### src/hw/rtl/tnc_pkg.sv
package tnc_pkg;

  localparam int unsigned FREQ_W   = 40;
  localparam int unsigned TICK_W   = 64;
  localparam int unsigned MULT_W   = 32;
  localparam int unsigned SHIFT_W  = 6;
  localparam int unsigned STATUS_W = 2;
  localparam int unsigned APB_DW   = 64;
  localparam int unsigned APB_AW   = 3;

  // Dividend of the conversion search: 1e9 scaled by the starting shift.
  localparam int unsigned START_SHIFT = 32;
  localparam int unsigned DIVD_W      = 62;
  localparam logic [DIVD_W-1:0] DIVIDEND = DIVD_W'(64'd1000000000 << START_SHIFT);
  localparam logic [SHIFT_W-1:0] DIV_LAST = SHIFT_W'(DIVD_W - 1);

  localparam logic [FREQ_W-1:0] FREQ_RESET = FREQ_W'(24000000);

  localparam logic [APB_AW-1:0] ADDR_TICK_FREQ = '0;

  typedef enum logic {
    CMD_INIT = 1'b0,
    CMD_READ = 1'b1
  } cmd_t;

  localparam logic [STATUS_W-1:0] ST_OK        = 2'd0;
  localparam logic [STATUS_W-1:0] ST_INIT_FAIL = 2'd1;
  localparam logic [STATUS_W-1:0] ST_NOT_INIT  = 2'd2;

endpackage

### src/hw/rtl/tick_to_nanosecond_clock.sv
// Tick to nanosecond clock. Turns samples of a free-running tick counter into
// monotonic nanoseconds by ns = (ticks * mult) >> shift. An init transaction
// (cmd 0) finds mult and shift for the programmed tick_freq with one bit-serial
// restoring divide of (1e9 << 32) by tick_freq, then walks the quotient
// right one bit per cycle until it fits 32 bits, latches the sample as base
// and returns the converted sample. A read transaction (cmd 1) adds the
// converted delta since the base to the running time, modulo 2^64. The 64x32
// product goes through one shared 32x32 multiplier, low word then high word,
// then a shift-and-merge step and an accumulate step. When tick_freq is zero
// an init runs no divide. in_stall is high for the whole transaction. The
// result sits in an output register, so a pending result does not block the
// next input transaction. Status: 0 ok, 1 init failed (no usable multiplier,
// including tick_freq zero), 2 read before a successful init; both error
// cases return time 0. tick_freq lives at byte address 0 of the APB port,
// 64-bit data, low 40 bits kept; write it only while the block is idle.
module tick_to_nanosecond_clock (
  input  logic                               clk,
  input  logic                               rst_n,
  // input channel
  input  logic                               in_valid,
  output logic                               in_stall,
  input  logic                               in_cmd,
  input  logic [tnc_pkg::TICK_W-1:0]         in_counter_sample,
  // result channel
  output logic                               out_valid,
  input  logic                               out_stall,
  output logic [tnc_pkg::TICK_W-1:0]         out_time_ns,
  output logic [tnc_pkg::STATUS_W-1:0]       out_status,
  // configuration port
  input  logic                               psel,
  input  logic                               penable,
  input  logic                               pwrite,
  input  logic [tnc_pkg::APB_AW-1:0]         paddr,
  input  logic [tnc_pkg::APB_DW-1:0]         pwdata,
  output logic [tnc_pkg::APB_DW-1:0]         prdata,
  output logic                               pready
);

  typedef enum logic [2:0] {
    S_IDLE,
    S_DIV,     // restoring divide, one quotient bit per cycle
    S_NORM,    // halve quotient / decrement shift until it fits 32 bits
    S_MUL_LO,  // low word of ticks times mult
    S_MUL_HI,  // high word of ticks times mult
    S_SCALE,   // merge partial products under the shift
    S_SUM,     // accumulate and update base
    S_OUT      // hand result to the output register
  } state_t;

  state_t state_r, state_nxt;

  // architectural state
  logic [tnc_pkg::FREQ_W-1:0]   tick_freq_r, tick_freq_nxt;
  logic [tnc_pkg::TICK_W-1:0]   base_r, base_nxt;
  logic [tnc_pkg::TICK_W-1:0]   accum_r, accum_nxt;
  logic [tnc_pkg::MULT_W-1:0]   mult_r, mult_nxt;
  logic [tnc_pkg::SHIFT_W-1:0]  shift_r, shift_nxt;
  logic                         ready_r, ready_nxt;

  // working registers
  logic                         is_init_r, is_init_nxt;
  logic [tnc_pkg::TICK_W-1:0]   samp_r, samp_nxt;
  logic [tnc_pkg::TICK_W-1:0]   op_r, op_nxt;
  logic [tnc_pkg::DIVD_W-1:0]   dq_r, dq_nxt;      // dividend in, quotient out
  logic [tnc_pkg::FREQ_W-1:0]   rem_r, rem_nxt;
  logic [tnc_pkg::SHIFT_W-1:0]  cnt_r, cnt_nxt;    // divide steps / search shift
  logic [2*tnc_pkg::MULT_W-1:0] plo_r, plo_nxt;
  logic [2*tnc_pkg::MULT_W-1:0] phi_r, phi_nxt;
  logic [tnc_pkg::TICK_W-1:0]   scaled_r, scaled_nxt;
  logic [tnc_pkg::TICK_W-1:0]   res_time_r, res_time_nxt;
  logic [tnc_pkg::STATUS_W-1:0] res_status_r, res_status_nxt;

  // output register
  logic                         out_valid_r, out_valid_nxt;
  logic [tnc_pkg::TICK_W-1:0]   out_time_r, out_time_nxt;
  logic [tnc_pkg::STATUS_W-1:0] out_status_r, out_status_nxt;

  logic                         in_acc;
  logic                         cfg_wr;
  logic [tnc_pkg::FREQ_W:0]     rem_sh;
  logic [tnc_pkg::FREQ_W-1:0]   rem_diff;
  logic                         q_bit;
  logic [tnc_pkg::MULT_W-1:0]   mul_a;
  logic [2*tnc_pkg::MULT_W-1:0] mul_p;
  logic [tnc_pkg::SHIFT_W-1:0]  lshift;
  logic [tnc_pkg::TICK_W-1:0]   acc_new;

  assign in_stall  = (state_r != S_IDLE);
  assign in_acc    = in_valid && !in_stall;
  assign out_valid = out_valid_r;
  assign out_time_ns = out_time_r;
  assign out_status  = out_status_r;

  assign pready = 1'b1;
  assign cfg_wr = psel && penable && pwrite && pready && (paddr == tnc_pkg::ADDR_TICK_FREQ);
  assign prdata = (paddr == tnc_pkg::ADDR_TICK_FREQ) ?
                  tnc_pkg::APB_DW'(tick_freq_r) : '0;

  // divider step; when the bit is taken the difference is below tick_freq
  assign rem_sh   = {rem_r, dq_r[tnc_pkg::DIVD_W-1]};
  assign rem_diff = rem_sh[tnc_pkg::FREQ_W-1:0] - tick_freq_r;
  assign q_bit    = (rem_sh >= {1'b0, tick_freq_r});

  // shared multiplier: low word first, then high word
  assign mul_a = (state_r == S_MUL_LO) ? op_r[tnc_pkg::MULT_W-1:0]
                                       : op_r[tnc_pkg::TICK_W-1:tnc_pkg::MULT_W];
  assign mul_p = (2*tnc_pkg::MULT_W)'(mul_a) * (2*tnc_pkg::MULT_W)'(mult_r);

  assign lshift  = tnc_pkg::SHIFT_W'(tnc_pkg::START_SHIFT) - shift_r;
  assign acc_new = is_init_r ? scaled_r : accum_r + scaled_r;

  always_comb begin
    state_nxt      = state_r;
    tick_freq_nxt  = tick_freq_r;
    base_nxt       = base_r;
    accum_nxt      = accum_r;
    mult_nxt       = mult_r;
    shift_nxt      = shift_r;
    ready_nxt      = ready_r;
    is_init_nxt    = is_init_r;
    samp_nxt       = samp_r;
    op_nxt         = op_r;
    dq_nxt         = dq_r;
    rem_nxt        = rem_r;
    cnt_nxt        = cnt_r;
    plo_nxt        = plo_r;
    phi_nxt        = phi_r;
    scaled_nxt     = scaled_r;
    res_time_nxt   = res_time_r;
    res_status_nxt = res_status_r;
    out_valid_nxt  = out_valid_r;
    out_time_nxt   = out_time_r;
    out_status_nxt = out_status_r;

    if (cfg_wr) begin
      tick_freq_nxt = pwdata[tnc_pkg::FREQ_W-1:0];
    end

    if (out_valid_r && !out_stall) begin
      out_valid_nxt = 1'b0;
    end

    unique case (state_r)
      S_IDLE: begin
        if (in_acc) begin
          samp_nxt = in_counter_sample;
          if (in_cmd == tnc_pkg::CMD_INIT) begin
            is_init_nxt = 1'b1;
            mult_nxt    = '0;
            shift_nxt   = '0;
            ready_nxt   = 1'b0;
            op_nxt      = in_counter_sample;
            if (tick_freq_r == '0) begin
              res_time_nxt   = '0;
              res_status_nxt = tnc_pkg::ST_INIT_FAIL;
              state_nxt      = S_OUT;
            end else begin
              dq_nxt    = tnc_pkg::DIVIDEND;
              rem_nxt   = '0;
              cnt_nxt   = tnc_pkg::DIV_LAST;
              state_nxt = S_DIV;
            end
          end else begin
            is_init_nxt = 1'b0;
            op_nxt      = in_counter_sample - base_r;
            if (!ready_r) begin
              res_time_nxt   = '0;
              res_status_nxt = tnc_pkg::ST_NOT_INIT;
              state_nxt      = S_OUT;
            end else begin
              state_nxt = S_MUL_LO;
            end
          end
        end
      end
      S_DIV: begin
        rem_nxt = q_bit ? rem_diff : rem_sh[tnc_pkg::FREQ_W-1:0];
        dq_nxt  = {dq_r[tnc_pkg::DIVD_W-2:0], q_bit};
        if (cnt_r == '0) begin
          cnt_nxt   = tnc_pkg::SHIFT_W'(tnc_pkg::START_SHIFT);
          state_nxt = S_NORM;
        end else begin
          cnt_nxt = cnt_r - tnc_pkg::SHIFT_W'(1);
        end
      end
      S_NORM: begin
        // q(s-1) = q(s) >> 1, so the search walks the quotient down
        if (dq_r[tnc_pkg::DIVD_W-1:tnc_pkg::MULT_W] == '0) begin
          if (dq_r[tnc_pkg::MULT_W-1:0] != '0) begin
            mult_nxt  = dq_r[tnc_pkg::MULT_W-1:0];
            shift_nxt = cnt_r;
            ready_nxt = 1'b1;
            state_nxt = S_MUL_LO;
          end else begin
            res_time_nxt   = '0;
            res_status_nxt = tnc_pkg::ST_INIT_FAIL;
            state_nxt      = S_OUT;
          end
        end else if (cnt_r == tnc_pkg::SHIFT_W'(1)) begin
          res_time_nxt   = '0;
          res_status_nxt = tnc_pkg::ST_INIT_FAIL;
          state_nxt      = S_OUT;
        end else begin
          dq_nxt  = dq_r >> 1;
          cnt_nxt = cnt_r - tnc_pkg::SHIFT_W'(1);
        end
      end
      S_MUL_LO: begin
        plo_nxt   = mul_p;
        state_nxt = S_MUL_HI;
      end
      S_MUL_HI: begin
        phi_nxt   = mul_p;
        state_nxt = S_SCALE;
      end
      S_SCALE: begin
        scaled_nxt = (phi_r << lshift) + (plo_r >> shift_r);
        state_nxt  = S_SUM;
      end
      S_SUM: begin
        accum_nxt      = acc_new;
        base_nxt       = samp_r;
        res_time_nxt   = acc_new;
        res_status_nxt = tnc_pkg::ST_OK;
        state_nxt      = S_OUT;
      end
      S_OUT: begin
        if (!out_valid_r || !out_stall) begin
          out_valid_nxt  = 1'b1;
          out_time_nxt   = res_time_r;
          out_status_nxt = res_status_r;
          state_nxt      = S_IDLE;
        end
      end
      default: state_nxt = S_IDLE;
    endcase
  end

  always_ff @(posedge clk) begin
    if (!rst_n) begin
      state_r     <= S_IDLE;
      out_valid_r <= 1'b0;
      tick_freq_r <= tnc_pkg::FREQ_RESET;
      base_r      <= '0;
      accum_r     <= '0;
      mult_r      <= '0;
      shift_r     <= '0;
      ready_r     <= 1'b0;
    end else begin
      state_r     <= state_nxt;
      out_valid_r <= out_valid_nxt;
      tick_freq_r <= tick_freq_nxt;
      base_r      <= base_nxt;
      accum_r     <= accum_nxt;
      mult_r      <= mult_nxt;
      shift_r     <= shift_nxt;
      ready_r     <= ready_nxt;
    end
    // payload, no reset
    is_init_r    <= is_init_nxt;
    samp_r       <= samp_nxt;
    op_r         <= op_nxt;
    dq_r         <= dq_nxt;
    rem_r        <= rem_nxt;
    cnt_r        <= cnt_nxt;
    plo_r        <= plo_nxt;
    phi_r        <= phi_nxt;
    scaled_r     <= scaled_nxt;
    res_time_r   <= res_time_nxt;
    res_status_r <= res_status_nxt;
    out_time_r   <= out_time_nxt;
    out_status_r <= out_status_nxt;
  end

endmodule

### config.mk
export PLATFORM = sky130hd
export DESIGN_NAME = tick_to_nanosecond_clock
export DESIGN_NICKNAME = d
export VERILOG_FILES = /design/src/hw/rtl/tnc_pkg.sv /design/src/hw/rtl/tick_to_nanosecond_clock.sv
export SDC_FILE = /design/constraint.sdc
export NUM_CORES = 2
export LEC_CHECK = 0
export ABC_AREA = 1
export BUFFER_PORTS_ARGS = -buffer_cell sky130_fd_sc_hd__clkbuf_2
export CAP_MARGIN = 5
export CORE_MARGIN = 8
export CORE_UTILIZATION = 45
export CTS_CLUSTER_DIAMETER = 40
export DETAILED_ROUTE_END_ITERATION = 6
export RECOVER_POWER = 25
export SETUP_SLACK_MARGIN = 0.3
export SLEW_MARGIN = 15
export SYNTH_ARGS = -nofsm -noshare
export SYNTH_HDL_FRONTEND = slang
export SYNTH_SLANG_ARGS = --single-unit
### constraint.sdc
create_clock -name clk -period 9.02 [get_ports clk]
set_clock_uncertainty 0.15 [all_clocks]
set_input_delay 2.255 -clock clk [delete_from_list [all_inputs] [get_ports clk]]
set_output_delay 2.255 -clock clk [all_outputs]
set_load 0.01 [all_outputs]
==> impl_metrics.py <==
metrics = {
    "status": {
        "status": "finished with violations",
        "violations": "capacitance limit, slew limit",
    },
    "die": {
        "die_x_um": 454.9,
        "start_util_pct": 45.15,
        "die-height_um": 454.9,
        "die_area_um2": 206900,
        "pin_count": 272,
        "fp.coreArea_um2": 192000,
        "rows": 161,
    },
    "synthesis": {
        "seq_area_frac_synth_pct": 24.31,
        "synthFlopType": "edfxtp_1",
        "synthCells": 11690,
        "synth_edf_count": 561,
        "synth_warnings": 0,
        "synth_cell_types": 55,
        "synth-seq-cells": 772,
        "avgSynthCellArea_um2": 7.416,
        "syn-cell-area_um2": 86670,
        "synthArstFlopShare_pct": 0,
    },
    "run": {
        "maxCapViolCount": 3,
    },
    "pwr": {
        "powerDensity_nw_per_um2": 179.9,
        "ir_drop_mv": 0.2187,
        "power.leakage_nw": 45.50,
    },
    "route": {
        "drt-wirelength-per-cell_um": 22.44,
        "drt_pass1_iterations": 6,
        "drt_iter0_drc": 6689,
        "drcViolationCount": 0,
        "vias": 78420,
        "drt_wl_total_um": 324300,
        "drtAntennaViolNets": 0,
        "via_per_inst": 5.426,
    },
    "sta": {
        "fin_crit_sh_pct": 95.03,
        "relSlewSlack_pct": -150.3,
        "tightest_slew_ns": 3.755,
        "fmax_mhz": 116.7,
        "setup_viol": 0,
        "hold_viol_final": 0,
        "setup_slack_ns": 0.4480,
        "finalCriticalPeriod_ns": 8.572,
        "worst_hold_slack_ns": 0.2624,
        "rsz0062_at_grt": "no",
        "finalMaxSlewViolations": 186,
    },
    "critical_path": {
        "cpMostUsedCell": "fa_1",
        "start_kind": "register",
        "reg2reg_from": "state_r[1]",
        "ff2ff_path_depth": 30,
        "path_class": "reg2reg",
        "rrSetupSlack_ns": 0.45,
        "crit_family": "adder cells",
        "cp_slowest_stage_delay_ns": 0.60,
        "critPathSlowestCell": "fa_1",
        "cp.arrival_ns": 8.90,
        "r2r-end": "plo_r[63]",
        "crit_required_ns": 9.35,
        "worst_setup_path_end_kind": "register",
        "crit_fanout": 24,
        "critPathBufInv": 8,
    },
    "placement": {
        "io_buffer_count": 222,
        "dp_slack_ns": -0.1805,
        "place_area_um2": 90730,
        "place_congestion": 1.011,
        "hpwlAfterDp_um": 264200,
    },
    "clock_network": {
        "clkTransAtPathRegs_ns": 0.06,
        "insertion_delay_ns": 0.77,
        "cts_tree": "yes",
        "clockBufferDepth": 3,
        "cts.sinks": 772,
        "htreeDepth": 4,
        "cts_buffers": 132,
        "root_buffer": "clkbuf_16",
    },
    "global_route": {
        "antenna_found_initial": 8,
        "grt_pass1_vias": 77720,
        "grtUsageTotal_pct": 30.81,
        "grt_overflow": 0,
        "grt_pass1_wl_um": 483200,
        "grt_max_degree": 127,
    },
    "hold_path": {
        "holdPathStages": 0,
        "holdPathEnd": "out_status[0]",
        "min-delay-start": "res_status_r[0]",
        "hold_path.class": "reg2reg",
    },
    "final_layout": {
        "layout-drive-gt1-share_pct": 6.266,
        "final_area_um2": 95510,
        "nets": 13350,
        "fin_util_pct": 49.75,
        "syn_to_final_growth_pct": 10.20,
    },
}
[Yosys cell counts (2+ instances only)]
| library cell | count | area share (%) |
|---|---|---|
| nand2_1 | 2794 | 12 |
| inv_1 | 2007 | 8.7 |
| nor2_1 | 1606 | 7.0 |
| fa_1 | 900 | 21 |
| a21oi_1 | 587 | 3.4 |
| o21ai_0 | 575 | 3.3 |
| edfxtp_1 | 561 | 19 |
| nand3_1 | 502 | 2.9 |
| ha_1 | 500 | 7.2 |
| clkbuf_1 | 287 | 1.2 |
| dfxtp_1 | 211 | 4.9 |
| xor2_1 | 115 | 1.2 |
| o21ai_1 | 114 | 0.66 |
| buf_2 | 95 | 0.55 |
| nor3_1 | 73 | 0.42 |
| xnor2_1 | 69 | 0.70 |
| a31oi_1 | 64 | 0.46 |
| mux2i_1 | 64 | 0.74 |
| nand4_1 | 56 | 0.40 |
| or2_2 | 48 | 0.35 |
| o22ai_1 | 47 | 0.34 |
| o211ai_1 | 46 | 0.40 |
| o21bai_1 | 45 | 0.39 |
| buf_4 | 38 | 0.33 |
| buf_1 | 37 | 0.16 |
| a21o_1 | 32 | 0.28 |
| o21a_1 | 26 | 0.23 |
| a21boi_0 | 25 | 0.22 |
| nor4_1 | 23 | 0.17 |
| and2_1 | 22 | 0.16 |
| inv_2 | 19 | 0.082 |
| buf_6 | 15 | 0.19 |
| clkinv_1 | 12 | 0.052 |
| nand3b_1 | 12 | 0.10 |
| o21ai_2 | 11 | 0.11 |
| o2111ai_1 | 7 | 0.071 |
| and3_1 | 5 | 0.036 |
| nand2_2 | 5 | 0.036 |
| nor2_2 | 5 | 0.036 |
| a211oi_1 | 4 | 0.035 |
| and2_0 | 4 | 0.029 |
| or2_1 | 4 | 0.029 |
| a22o_1 | 2 | 0.020 |
| buf_8 | 2 | 0.035 |
| conb_1 | 2 | 0.0087 |
[placed cells by master, fill, tap and decap left out, drive strengths merged, types with 45 or more instances in the layout]
master and n:
a21oi 587, a31oi 64, buf 219, clkbuf 377, clkinv 49, dfxtp 211, edfxtp 561, fa 900
ha 500, inv 2043, mux2i 64, nand2 2799, nand3 502, nand4 56, nor2 1611, nor3 73
o211ai 46, o21ai 700, o21bai 45, o22ai 47, or2 53, xnor2 70, xor2 116
[kinds of logic after synthesis]
group	synth area share, %
AO/OA/AOI/OAI	9.961
XOR/XNOR	1.897
adder cells (fa/ha/maj)	28.01
buffers and inverters	11.34
flip-flops	24.31
multiplexers	0.7391
other	0.008665
AND/OR/NAND/NOR	23.74
[power by group]
part | switching [mW] | internal [mW]
Combinational | 4.83 | 1.86
Sequential | 0.386 | 5.03
Clock | 1.94 | 3.13
Total | 7.16 | 10.0
[cell type report]
cell class / count / area (µm²)
antenna: 7 / 17.52
clock buffer: 153 / 3442
clock inverter: 88 / 1099
fill: 19340 / 96460
inverter: 2039 / 7696
multi-input combinational: 8426 / 56140
sequential: 772 / 21080
tap: 2526 / 3161
timing repair buffer: 443 / 2888
[per-stage QoR]
stage | cells | setup TNS, ns | power [mW]
floorplan | 11710 | 0 | 9.435
global placement | 14200 | -1.713 | 11.91
detailed placement | 14200 | -2.011 | 11.99
CTS | 14440 | 0 | 17.15
global route | 14450 | 0 | 18.07
finish | 14450 | 0 | 17.18
[per-layer routing]
metal  vias to the layer above  GRT usage [%]  share of wire, %
met5                         -              0            0.0040
met4                         2          13.34               4.9
met3                       602          4.475               6.9
met2                      3001          50.15                46
li1                      36770              -                 -
met1                     38040          41.07                42
[worst max-delay path by stage]
| stage | startpoint | end | slack (ns) | depth (start not counted) |
|---|---|---|---|---|
| after floorplan | in_valid | is_init_r | 0.63 | 2 |
| after global placement | state_r[0] | phi_r[43] | -0.19 | 30 |
| after detailed placement | state_r[0] | phi_r[41] | -0.18 | 30 |
| after CTS | state_r[1] | plo_r[57] | 0.30 | 34 |
| after global routing | state_r[1] | plo_r[57] | 0.16 | 34 |
| final | state_r[1] | plo_r[63] | 0.45 | 30 |
[flip-flops by register name, indices dropped and copies added (netlist names)]
signal	flops
out_valid	1
mult_r	32
out_time_ns	64
rem_r	40
phi_r	64
tick_freq_r	40
base_r	64
cnt_r	6
res_time_r	64
scaled_r	64
state_r	3
accum_r	64
dq_r	62
op_r	64
is_init_r	1
ready_r	1
plo_r	64
samp_r	64
res_status_r	2
shift_r	6
out_status	2
[what timing repair did]
action,in CTS,in global routing
setup buffers,1,10
gates resized for setup,21,49
setup endpoints to repair,78,89
pin swaps,0,0
hold buffers,0,0
Note: power is estimated with default switching activity, not from simulation.
